`config.mk`:
```
export PLATFORM = sky130hd
export DESIGN_NAME = adv_data_name_extractor
export DESIGN_NICKNAME = d
export VERILOG_FILES = /design/src/rtl/adn_pkg.sv /design/src/rtl/adn_front.sv /design/src/rtl/adn_fifo.sv /design/src/rtl/adn_back.sv /design/src/rtl/adv_data_name_extractor.sv
export SDC_FILE = /design/constraint.sdc
export NUM_CORES = 1
export LEC_CHECK = 0
export BUFFER_PORTS_ARGS = -buffer_cell sky130_fd_sc_hd__buf_2
export CAP_MARGIN = 20
export CORE_MARGIN = 5
export CORE_UTILIZATION = 32
export CTS_BUF_LIST = sky130_fd_sc_hd__clkbuf_4 sky130_fd_sc_hd__clkbuf_8
export CTS_CLUSTER_DIAMETER = 60
export CTS_CLUSTER_SIZE = 14
export DETAILED_ROUTE_END_ITERATION = 6
export GPL_ROUTABILITY_DRIVEN = 1
export GPL_TIMING_DRIVEN = 0
export SLEW_MARGIN = 10
export SYNTH_ARGS = -nofsm -noshare
export SYNTH_HDL_FRONTEND = slang
export SYNTH_SLANG_ARGS = --single-unit
```
`constraint.sdc`:
```
create_clock -name clk -period 10.71 [get_ports clk]
set_input_delay 2.142 -clock clk [delete_from_list [all_inputs] [get_ports clk]]
set_output_delay 2.142 -clock clk [all_outputs]
set_load 0.01 [all_outputs]
```
`src/rtl/adn_pkg.sv`:
```
package adn_pkg;

  // Name positions never exceed 31 (name store holds at most 32 bytes)
  localparam int POS_W = 5;

  // Command queue depth between parser and store engine
  localparam int Q_DEPTH = 4;
  localparam int Q_PTR_W = $clog2(Q_DEPTH);
  localparam int Q_CNT_W = $clog2(Q_DEPTH + 1);

  // Register indexes
  localparam logic [7:0] CFG_COMPLETE_TYPE = 8'd0;
  localparam logic [7:0] CFG_SHORT_TYPE    = 8'd1;

  // Register reset values
  localparam logic [7:0] COMPLETE_TYPE_RST = 8'd9;
  localparam logic [7:0] SHORT_TYPE_RST    = 8'd8;

  typedef struct packed {
    logic [7:0] payload_byte;
    logic       payload_end;
  } in_t;

  typedef struct packed {
    logic [7:0] name_byte;
    logic       name_end;
  } out_t;

  // Work for the store engine, one per payload beat that needs any
  typedef struct packed {
    logic             clear;
    logic             wr;
    logic [POS_W-1:0] pos;
    logic [7:0]       data;
    logic             commit;
    logic [POS_W-1:0] len;
    logic             emit;
  } cmd_t;

  // Parser phase
  typedef enum logic [3:0] {
    PH_LENGTH  = 4'b0001,
    PH_TYPE    = 4'b0010,
    PH_DATA    = 4'b0100,
    PH_STOPPED = 4'b1000
  } phase_t;

  // Store engine state
  typedef enum logic [2:0] {
    B_IDLE = 3'b001,
    B_COPY = 3'b010,
    B_EMIT = 3'b100
  } bstate_t;

endpackage

```
`src/rtl/adn_front.sv`:
```
module adn_front #(
  parameter int NAME_SIZE = 16
) (
  input  logic              clk,
  input  logic              rst,
  input  logic              pl_valid,
  output logic              pl_ready,
  input  adn_pkg::in_t      pl_data,
  input  logic              cfg_valid,
  input  logic [7:0]        cfg_index,
  input  logic [7:0]        cfg_data,
  output logic              push,
  output adn_pkg::cmd_t     push_cmd,
  input  logic              q_full
);

  adn_pkg::phase_t             phase, phase_next, phase_eff;
  logic [7:0]                  left, left_next, left_eff, left_dec, dlen, pos_full;
  logic                        field_is_name, isname_next, isname_eff, match;
  logic [adn_pkg::POS_W-1:0]   plen, plen_next;
  logic                        at_start;
  logic [7:0]                  complete_type, short_type;
  logic                        accept;
  logic [7:0]                  b;

  assign pl_ready = !q_full;
  assign accept   = pl_valid && pl_ready;
  assign b        = pl_data.payload_byte;

  // Classify one payload beat and build its command
  always_comb begin
    phase_eff  = at_start ? adn_pkg::PH_LENGTH : phase;
    left_eff   = at_start ? 8'd0 : left;
    isname_eff = at_start ? 1'b0 : field_is_name;

    phase_next  = phase_eff;
    left_next   = left_eff;
    isname_next = isname_eff;
    plen_next   = plen;

    dlen     = left_eff - 8'd1;
    left_dec = left_eff - 8'd1;
    pos_full = {{(8 - adn_pkg::POS_W){1'b0}}, plen} - left_eff;
    match    = ((b == complete_type) || (b == short_type)) && (dlen < 8'(NAME_SIZE));

    push_cmd.clear  = at_start;
    push_cmd.wr     = 1'b0;
    push_cmd.pos    = pos_full[adn_pkg::POS_W-1:0];
    push_cmd.data   = b;
    push_cmd.commit = 1'b0;
    push_cmd.len    = plen;
    push_cmd.emit   = pl_data.payload_end;

    case (phase_eff)
      adn_pkg::PH_LENGTH: begin
        if (b == 8'd0) begin
          phase_next = adn_pkg::PH_STOPPED;
        end else begin
          left_next  = b;
          phase_next = adn_pkg::PH_TYPE;
        end
      end
      adn_pkg::PH_TYPE: begin
        left_next   = dlen;
        isname_next = match;
        plen_next   = match ? dlen[adn_pkg::POS_W-1:0] : '0;
        if (dlen == 8'd0) begin
          // type byte only: a matching type commits an empty name
          push_cmd.commit = match;
          push_cmd.len    = plen_next;
          phase_next      = adn_pkg::PH_LENGTH;
        end else begin
          phase_next = adn_pkg::PH_DATA;
        end
      end
      adn_pkg::PH_DATA: begin
        push_cmd.wr = isname_eff;
        left_next   = left_dec;
        if (left_dec == 8'd0) begin
          push_cmd.commit = isname_eff;
          phase_next      = adn_pkg::PH_LENGTH;
        end
      end
      adn_pkg::PH_STOPPED: begin
      end
      default: begin
        phase_next = adn_pkg::PH_LENGTH;
      end
    endcase
  end

  assign push = accept && (push_cmd.clear || push_cmd.wr || push_cmd.commit || push_cmd.emit);

  // Parser state
  always_ff @(posedge clk) begin
    if (rst) begin
      phase         <= adn_pkg::PH_LENGTH;
      left          <= 8'd0;
      field_is_name <= 1'b0;
      plen          <= '0;
      at_start      <= 1'b1;
    end else if (accept) begin
      phase         <= phase_next;
      left          <= left_next;
      field_is_name <= isname_next;
      plen          <= plen_next;
      at_start      <= pl_data.payload_end;
    end
  end

  // Type code registers
  always_ff @(posedge clk) begin
    if (rst) begin
      complete_type <= adn_pkg::COMPLETE_TYPE_RST;
      short_type    <= adn_pkg::SHORT_TYPE_RST;
    end else if (cfg_valid) begin
      case (cfg_index)
        adn_pkg::CFG_COMPLETE_TYPE: complete_type <= cfg_data;
        adn_pkg::CFG_SHORT_TYPE:    short_type    <= cfg_data;
        default: begin
        end
      endcase
    end
  end

endmodule

```
`src/rtl/adn_fifo.sv`:
```
module adn_fifo (
  input  logic          clk,
  input  logic          rst,
  input  logic          push,
  input  adn_pkg::cmd_t push_cmd,
  output logic          full,
  input  logic          pop,
  output logic          valid,
  output adn_pkg::cmd_t pop_cmd
);

  adn_pkg::cmd_t                mem [adn_pkg::Q_DEPTH];
  logic [adn_pkg::Q_PTR_W-1:0]  wr_ptr, rd_ptr;
  logic [adn_pkg::Q_CNT_W-1:0]  count;
  logic                         do_push, do_pop;

  assign full    = (count == adn_pkg::Q_CNT_W'(adn_pkg::Q_DEPTH));
  assign valid   = (count != '0);
  assign pop_cmd = mem[rd_ptr];
  assign do_push = push && !full;
  assign do_pop  = pop && valid;

  // Pointers and fill count
  always_ff @(posedge clk) begin
    if (rst) begin
      wr_ptr <= '0;
      rd_ptr <= '0;
      count  <= '0;
    end else begin
      if (do_push) wr_ptr <= wr_ptr + 1'b1;
      if (do_pop)  rd_ptr <= rd_ptr + 1'b1;
      if (do_push && !do_pop) begin
        count <= count + 1'b1;
      end else if (do_pop && !do_push) begin
        count <= count - 1'b1;
      end
    end
  end

  // Entry storage
  always_ff @(posedge clk) begin
    if (do_push) mem[wr_ptr] <= push_cmd;
  end

endmodule

```
`src/rtl/adn_back.sv`:
```
module adn_back #(
  parameter int NAME_SIZE = 16
) (
  input  logic          clk,
  input  logic          rst,
  input  logic          q_valid,
  input  adn_pkg::cmd_t q_cmd,
  output logic          q_pop,
  output logic          nm_valid,
  input  logic          nm_ready,
  output adn_pkg::out_t nm_data
);

  localparam int IDX_W = $clog2(NAME_SIZE);
  localparam logic [IDX_W-1:0] LAST_IDX = IDX_W'(NAME_SIZE - 1);

  adn_pkg::bstate_t       state;
  logic [7:0]             name_mem [NAME_SIZE];
  logic [NAME_SIZE-1:0]   name_vld;
  logic [7:0]             pend_mem [NAME_SIZE];
  logic [IDX_W-1:0]       cnt, len;
  logic                   emit_pend;
  logic                   emit_load;
  logic [7:0]             name_rd;

  assign q_pop     = (state == adn_pkg::B_IDLE) && q_valid;
  assign emit_load = (state == adn_pkg::B_EMIT) && (!nm_valid || nm_ready);
  // entries not written since the last clear read as zero
  assign name_rd   = name_vld[cnt] ? name_mem[cnt] : 8'd0;

  // Sequencer: take a command, copy a committed name, stream the store
  always_ff @(posedge clk) begin
    if (rst) begin
      state     <= adn_pkg::B_IDLE;
      name_vld  <= '0;
      cnt       <= '0;
      len       <= '0;
      emit_pend <= 1'b0;
    end else begin
      case (state)
        adn_pkg::B_IDLE: begin
          if (q_valid) begin
            if (q_cmd.clear) name_vld <= '0;
            emit_pend <= q_cmd.emit;
            len       <= q_cmd.len[IDX_W-1:0];
            cnt       <= '0;
            if (q_cmd.commit) begin
              state <= adn_pkg::B_COPY;
            end else if (q_cmd.emit) begin
              state <= adn_pkg::B_EMIT;
            end
          end
        end
        adn_pkg::B_COPY: begin
          name_vld[cnt] <= 1'b1;
          if (cnt == len) begin
            cnt   <= '0;
            state <= emit_pend ? adn_pkg::B_EMIT : adn_pkg::B_IDLE;
          end else begin
            cnt <= cnt + 1'b1;
          end
        end
        adn_pkg::B_EMIT: begin
          if (emit_load) begin
            if (cnt == LAST_IDX) begin
              state <= adn_pkg::B_IDLE;
            end else begin
              cnt <= cnt + 1'b1;
            end
          end
        end
        default: begin
          state <= adn_pkg::B_IDLE;
        end
      endcase
    end
  end

  // Output valid: set on a load, dropped once the beat is taken
  always_ff @(posedge clk) begin
    if (rst) begin
      nm_valid <= 1'b0;
    end else if (emit_load) begin
      nm_valid <= 1'b1;
    end else if (nm_ready) begin
      nm_valid <= 1'b0;
    end
  end

  // Pending name bytes
  always_ff @(posedge clk) begin
    if (q_pop && q_cmd.wr) pend_mem[q_cmd.pos[IDX_W-1:0]] <= q_cmd.data;
  end

  // Name store copy, terminator after the last byte
  always_ff @(posedge clk) begin
    if (state == adn_pkg::B_COPY) begin
      name_mem[cnt] <= (cnt == len) ? 8'd0 : pend_mem[cnt];
    end
  end

  // Output register
  always_ff @(posedge clk) begin
    if (emit_load) begin
      nm_data.name_byte <= name_rd;
      nm_data.name_end  <= (cnt == LAST_IDX);
    end
  end

endmodule

```
`src/rtl/adv_data_name_extractor.sv`:
```
// Channel  | Dir | Handshake            | Beat
// ---------+-----+----------------------+-------------------------------------
// pl       | in  | pl_valid / pl_ready  | payload_byte, payload_end
// nm       | out | nm_valid / nm_ready  | name_byte, name_end
// cfg      | in  | cfg_valid / cfg_ready| cfg_index, cfg_data
//
// The parser takes one payload beat per cycle while its 4-entry command queue has room.
// The store engine takes one queued command at a time, copies a committed name with its
// terminator, and streams the whole store, NAME_SIZE bytes, one per accepted nm beat.
// Synchronous active-high reset; no clearing pass, the name store resets through valid bits.
// A stall on nm holds the store engine; the parser keeps going until the queue fills.
module adv_data_name_extractor #(
  parameter int NAME_SIZE = 16
) (
  input  logic          clk,
  input  logic          rst,
  input  logic          pl_valid,
  output logic          pl_ready,
  input  adn_pkg::in_t  pl_data,
  output logic          nm_valid,
  input  logic          nm_ready,
  output adn_pkg::out_t nm_data,
  input  logic          cfg_valid,
  output logic          cfg_ready,
  input  logic [7:0]    cfg_index,
  input  logic [7:0]    cfg_data
);

  logic          push, q_full, q_valid, q_pop;
  adn_pkg::cmd_t push_cmd, q_cmd;

  assign cfg_ready = 1'b1;

  adn_front #(.NAME_SIZE(NAME_SIZE)) u_front (
    .clk       (clk),
    .rst       (rst),
    .pl_valid  (pl_valid),
    .pl_ready  (pl_ready),
    .pl_data   (pl_data),
    .cfg_valid (cfg_valid),
    .cfg_index (cfg_index),
    .cfg_data  (cfg_data),
    .push      (push),
    .push_cmd  (push_cmd),
    .q_full    (q_full)
  );

  adn_fifo u_fifo (
    .clk      (clk),
    .rst      (rst),
    .push     (push),
    .push_cmd (push_cmd),
    .full     (q_full),
    .pop      (q_pop),
    .valid    (q_valid),
    .pop_cmd  (q_cmd)
  );

  adn_back #(.NAME_SIZE(NAME_SIZE)) u_back (
    .clk      (clk),
    .rst      (rst),
    .q_valid  (q_valid),
    .q_cmd    (q_cmd),
    .q_pop    (q_pop),
    .nm_valid (nm_valid),
    .nm_ready (nm_ready),
    .nm_data  (nm_data)
  );

endmodule

```
Yosys cells after proc, flatten, opt, wreduce, memory -nomap -nowiden:

Memories as Yosys holds them, arrays and structs flattened. A register that Yosys moved wholly into a read port is not among the register bits.
Cells that the tools add are included.

* input port bits: 30
* memories: 3
* output and inout bits: 12
* flip-flop bits (word level): 72
* RAM bits: 344
* logic and storage cells: 139

* bitwise gates (word level): 1
* $add $sub $neg: 7
* eq/ne operators: 20
* magnitude comparators: 3
* mux-type cells: 51
* reduce and logical (&&, ||, !) cells: 37

Memory list
* u_back.name_mem: depth 16, bits a word 8, read ports 1, clocked after memory_dff 1, wr ports 1, RTL line adn_back.sv:18 `logic [7:0] name_mem [NAME_SIZE];`
* u_back.pend_mem: depth 16, bits a word 8, read ports 1, clocked after memory_dff 1, wr ports 1, RTL line adn_back.sv:20 `logic [7:0] pend_mem [NAME_SIZE];`
* u_fifo.mem: depth 4, bits a word 22, read ports 1, clocked after memory_dff 1, wr ports 1, RTL line adn_fifo.sv:12 `adn_pkg::cmd_t mem [adn_pkg::Q_DEPTH];`

Operators with widths (count)
* $mux 4: 9
* $mux 16: 2
* $pmux 16 s2: 1
* $mux 3: 10
* $logic_not 8->1: 3
* $mux 8: 3
* $eq 8x8->1: 2
* $or 16x16->16: 1
* $pmux 4 s4: 1
* $pmux 8 s2: 1
* $mux 1: 14
* $pmux 4 s3: 1
* $logic_and 1x1->1: 11
* $mux 5: 2
* $pmux 3 s3: 1
* $eq 4x4->1 const B: 2
* $eq 8x1->1 const B: 1
* $lt 8x5->1 const B: 1
* $reduce_and 2->1: 4
* $sub 8x1->8 const B: 1
* $eq 3x3->1 const B: 2
* $mux 6: 1
* $ne 2x1->1 const B: 3
* $ne 2x2->1 const B: 3
* 26 further kinds: 39

Longest topological paths before layout:

* word-level depth: 15
* mapped depth: 16

Cells and area by module:

From an unflattened synthesis, not the netlist that was laid out.

* cell total of the unflattened synthesis: 1047
* area total of the unflattened synthesis: 17762.0 sq um

Modules (own cells, without submodules)
* adn_back: instances 1, cells an instance 588, area an instance 11669.9 sq um
* adn_fifo: instances 1, cells an instance 162, area an instance 3649.8 sq um
* adn_front: instances 1, cells an instance 295, area an instance 2431.1 sq um
* adv_data_name_extractor: instances 1, cells an instance 2, area an instance 11.3 sq um

Worst setup path before layout:

No wires, ideal clock.

* path kind: input-to-reg
* start: input port pl_data[7] (netlist name)
* end: register u_fifo.count[2] (netlist name)
* library setup time: 70 ps
* buffers on the path: 0
* data arrival time: 4639 ps
* stages: 11
* slack: 6000 ps
* cell sequence: xor2_1 nor4_1 a22oi_1 or4b_4 a21oi_4 ha_1 inv_1 fa_1 xor2_1 or3_1 a21oi_1

* word-level cells in the longest chain between the ends: 12
* elaborated cells between the ends (all ways): 15

RTL lines
* start, declared: RTL line adv_data_name_extractor.sv:19 `input adn_pkg::in_t pl_data,`
* $eq 8x8->1: RTL line adn_front.sv:44 `match = ((b == complete_type) || (b == short_type)) && (dlen < 8'(NAME_SIZE));`
* $logic_or 1x1->1 *: RTL line adn_front.sv:44
* $logic_and 1x1->1 *: RTL line adn_front.sv:44
* $mux 6 *: RTL line adn_front.sv:67 `if (dlen == 8'd0) begin`
* $pmux 1 s2 *: RTL line adn_front.sv:54 `case (phase_eff)`
* $logic_or 1x1->1 * (2 in a row): RTL line adn_front.sv:92 `assign push = accept && (push_cmd.clear || push_cmd.wr || push_cmd.commit || push_cmd.emit);`
* $logic_and 1x1->1 *: RTL line adn_front.sv:92
* $logic_and 1x1->1 *: RTL line adn_fifo.sv:20 `assign do_push = push && !full;`
* net u_fifo.do_push: RTL line adn_fifo.sv:15 `logic do_push, do_pop;`
* $logic_not 1->1: RTL line adn_fifo.sv:34 `end else if (do_pop && !do_push) begin`
* $logic_and 1x1->1: RTL line adn_fifo.sv:34
* $reduce_bool 2->1 (no line)
* end signal, assigned: RTL line adn_fifo.sv:33 `count <= count + 1'b1;`
* end signal, assigned: RTL line adn_fifo.sv:35 `count <= count - 1'b1;`
* end, declared: RTL line adn_fifo.sv:14 `logic [adn_pkg::Q_CNT_W-1:0] count;`

Mark *: on every way through the listed nets, which the timed path passes. The rest lies on a longest branch.
A chain may end at the register's enable or synchronous reset.

Final worst setup path:

* start: input port pl_data[1] (netlist name)
* end: register u_fifo.count[2] (netlist name)

The elaborated chain is that of the path after synthesis.

==> results.ini <==
[timing]
hold_violations=0
rsz0062_at_grt=no
report.final.setup_viol=0
timing_max_transition_violations_final=0
maxSlewHeadroom=0.296
timing_worst_slew_pin_value_ps=1060
post-route-worst-setup-slack_ps=5960
worst_clock_skew_ps=45.8
post-route-min-period_ps=4750
setup_tns_ps=0
fin_crit_sh=0.444
timing.fmax_mhz=210

[final_layout]
antenna_cells_inserted=0
filler_cell_count=4989
post_route_cells_drive_above_1_share=0.208
fin_util=0.358
area_growth_syn_to_layout_pct=10.4
nets_final=1134
final_common_cell=sky130_fd_sc_hd__edfxtp_1
most_used_cells_in_the_layout_excluding_fill_and_tap_cells=sky130_fd_sc_hd__edfxtp_1 (345), sky130_fd_sc_hd__mux4_2 (104), sky130_fd_sc_hd__nor2_1 (87)

[worst_setup_path]
critical_path.cell_chain=buf_2 > xor2_1 > nor4_1 > a22oi_1 > or4b_4 > a21oi_4 > ha_1 > inv_1 > fa_1 > xor2_1 > or3_1 > a21oi_1
endpoint_kind=flip-flop
start_kind=primary input
crit_arrival_ps=5240
slowest_stage=sky130_fd_sc_hd__or4b_4
cpMostUsedCell=sky130_fd_sc_hd__xor2_1
criticalPathCategory=in -> reg
cp_slowest_stage_delay_ps=610
worstPathRequired_ps=11200
critPathMaxFanout=8

[floorplan]
io_pins=42
initial_utilization=0.324
full_die_area_sq_mm=0.0582
fp.dieW_um=241
core_area_sq_mm=0.0528
num_rows=84
floorplan.die.height_um=241

[power_and_ir_drop]
power.switching_fraction=0.291
leakagePower_nw=5.99
power.share.sequential=0.539
switchingPower_w=0.00112
power.density_cell_area_mw_per_mm2=203
combPwrFrac=0.223
max-vdd-ir-drop_v=0.0000974
power.clock.fraction=0.238
power.internal_w=0.00273

[routing]
drt_drc_violations_left=0
final_antenna_net_count=0
routed_wire_length_per_instance_um=19.4
first_iteration_detailed_routing_drc_count=569
routed_wl_mm=34.7
routed_via_density=4.95
drtPass1Iterations=5
routed-via-count=8878

[synth]
synth-edff-count=345
syn-instance-count=1005
synth.avg_cell_area_sq_um=17.0
asyncSetResetFlopFracSynth=0
synthDistinctLibCells=61
synthesis.yosys.warnings=0
synthesis.nets=1051
syn-cell-area_sq_mm=0.0171
synth-main-ff-cell=sky130_fd_sc_hd__edfxtp_1
synth-seq-cells=421
synth_sequential_area_ratio=0.694

[grt]
grt_antenna_before_repair=0
first_global_vias=9072
grt_overflow_total=0
pin_count_of_the_biggest_net_entering_global_routing=21
grt.total_usage=0.119
grt_pass1_wl_mm=54.1

[clocking]
cts_buffers=38
clock_root_buffer=sky130_fd_sc_hd__clkbuf_8
cts.repair_timing.setup_buffer_count=0
tritoncts_sink_count=421
cts_tree=done
htreeDepth=2
clk_transition_reported_paths_ps=90
cts_hold_repair.buffers=0
clockBufferDepth=3
clock_insertion_delay_worst_skew_ps=580
cts_resized=0

[place]
buffer_ports.inserted=40
globalplace.congestion=0.814
place_worst_setup_slack_ps=5400
place.detailed.hpwl_mm=23.4

[hold_path]
min-delay-path-class=reg -> reg

[run]
maxCapViolations=0

[status]
status=finished clean

flip-flops by register name, indices dropped and copies added, names as in the netlist, 2 cells and up, named ones only:
signal                 flops
u_fifo.count               3
u_fifo.rd_ptr              2
u_front.phase              4
u_fifo.wr_ptr              2
u_front.short_type         8
u_back.cnt                 4
u_front.complete_type      8
u_fifo.mem                80
u_front.plen               4
u_back.name_vld           16
u_back.pend_mem          128
u_back.state               3
u_back.name_mem          128
u_back.len                 4
u_back.nm_data             9
u_front.left               8
path summary, 6_finish.rpt:
kind	end	startpoint	cells past startpoint	slack [ps]
setup / recovery	u_fifo.count[2]	pl_data[1]	12	5960
hold / removal	u_front.plen[0]	u_front.plen[0]	2	460
setup reg to reg	u_fifo.count[2]	u_front.at_start	16	6040
hold reg to reg	u_front.plen[0]	u_front.plen[0]	2	460
critical path, delay by kind of cell:
| kind | cells | cell delay, ps |
|---|---|---|
| AO/OA/AOI/OAI | 3 | 680 |
| buffers and inverters | 2 | 240 |
| AND/OR/NAND/NOR | 3 | 1250 |
| XOR/XNOR | 2 | 340 |
| adder cells (fa/ha/maj) | 2 | 580 |
metal layers:
metal	wire (um)	global-route usage	vias to the layer above
li1	-	-	4061
met4	506	0.0238	0
met1	15400	0.164	4571
met5	0	0	-
met2	17200	0.201	198
met3	1610	0.0214	48
through the flow:
step                      total power (W)  hold slack (ps)  instance area, sq um  std cells
after CTS                         0.00390              462                 18900       1793
after detailed placement          0.00299              449                 18200       1734
final                             0.00385              461                 18900       1795
after global placement            0.00296              442                 18200       1733
after global routing              0.00406              489                 18900       1795
after floorplan                   0.00270              432                 17100       1005
Yosys cell counts, types with 7 or more instances:
| library cell | number | area share |
|---|---|---|
| sky130_fd_sc_hd__dfxtp_1 | 76 | 0.089 |
| sky130_fd_sc_hd__nor3_1 | 10 | 0.0029 |
| sky130_fd_sc_hd__a31oi_1 | 16 | 0.0058 |
| sky130_fd_sc_hd__a21oi_1 | 24 | 0.0070 |
| sky130_fd_sc_hd__nand3_1 | 9 | 0.0026 |
| sky130_fd_sc_hd__nor4_1 | 7 | 0.0026 |
| sky130_fd_sc_hd__xnor2_1 | 13 | 0.0067 |
| sky130_fd_sc_hd__nand2_1 | 52 | 0.011 |
| sky130_fd_sc_hd__a22oi_1 | 9 | 0.0039 |
| sky130_fd_sc_hd__xor2_1 | 21 | 0.011 |
| sky130_fd_sc_hd__nor2b_1 | 19 | 0.0069 |
| sky130_fd_sc_hd__buf_2 | 9 | 0.0026 |
| sky130_fd_sc_hd__and2_1 | 30 | 0.011 |
| sky130_fd_sc_hd__edfxtp_1 | 345 | 0.61 |
| sky130_fd_sc_hd__inv_1 | 19 | 0.0042 |
| sky130_fd_sc_hd__mux4_2 | 104 | 0.14 |
| sky130_fd_sc_hd__nor2_1 | 87 | 0.019 |
| sky130_fd_sc_hd__clkbuf_1 | 23 | 0.0050 |
| sky130_fd_sc_hd__mux2i_1 | 21 | 0.012 |
| sky130_fd_sc_hd__o21ai_0 | 14 | 0.0041 |
| sky130_fd_sc_hd__ha_1 | 14 | 0.010 |
| sky130_fd_sc_hd__buf_1 | 10 | 0.0022 |
logic make-up (layout without fill, tap and decap cells):
family	count (synthesis)	count (layout)	share of synthesized area
buf+inv	65	167	0.0162
fa+ha+maj	16	16	0.0126
mux	127	127	0.150
flops	421	421	0.694
other cells	1	1	0.000219
compound gates	91	91	0.0371
simple gates	250	250	0.0719
xor+xnor	34	34	0.0174
power by group through the flow:
| stage | Sequential (W) | Combinational (W) | Clock, W |
|---|---|---|---|
| 5_1_grt | 0.00208 | 0.000953 | 0.00102 |
| 2_1_floorplan | 0.00210 | 0.000604 | 0 |
| 6_report | 0.00207 | 0.000857 | 0.000916 |
| 3_5_place_dp | 0.00211 | 0.000876 | 0 |
| 4_1_cts | 0.00207 | 0.000878 | 0.000948 |
| 3_3_place_gp | 0.00211 | 0.000852 | 0 |
layout make-up:
cell class / count / area, sq um / area share
Tap cell: 688 / 861 / 0.0455
Multi-Input combinational cell: 519 / 4960 / 0.262
Buffer: 46 / 206 / 0.0109
Clock buffer: 52 / 641 / 0.0339
Clock inverter: 7 / 57.6 / 0.00304
Sequential cell: 421 / 11900 / 0.628
Timing Repair Buffer: 43 / 228 / 0.0120
Inverter: 19 / 71.3 / 0.00377
No activity file was read; power rests on OpenSTA's default activity.
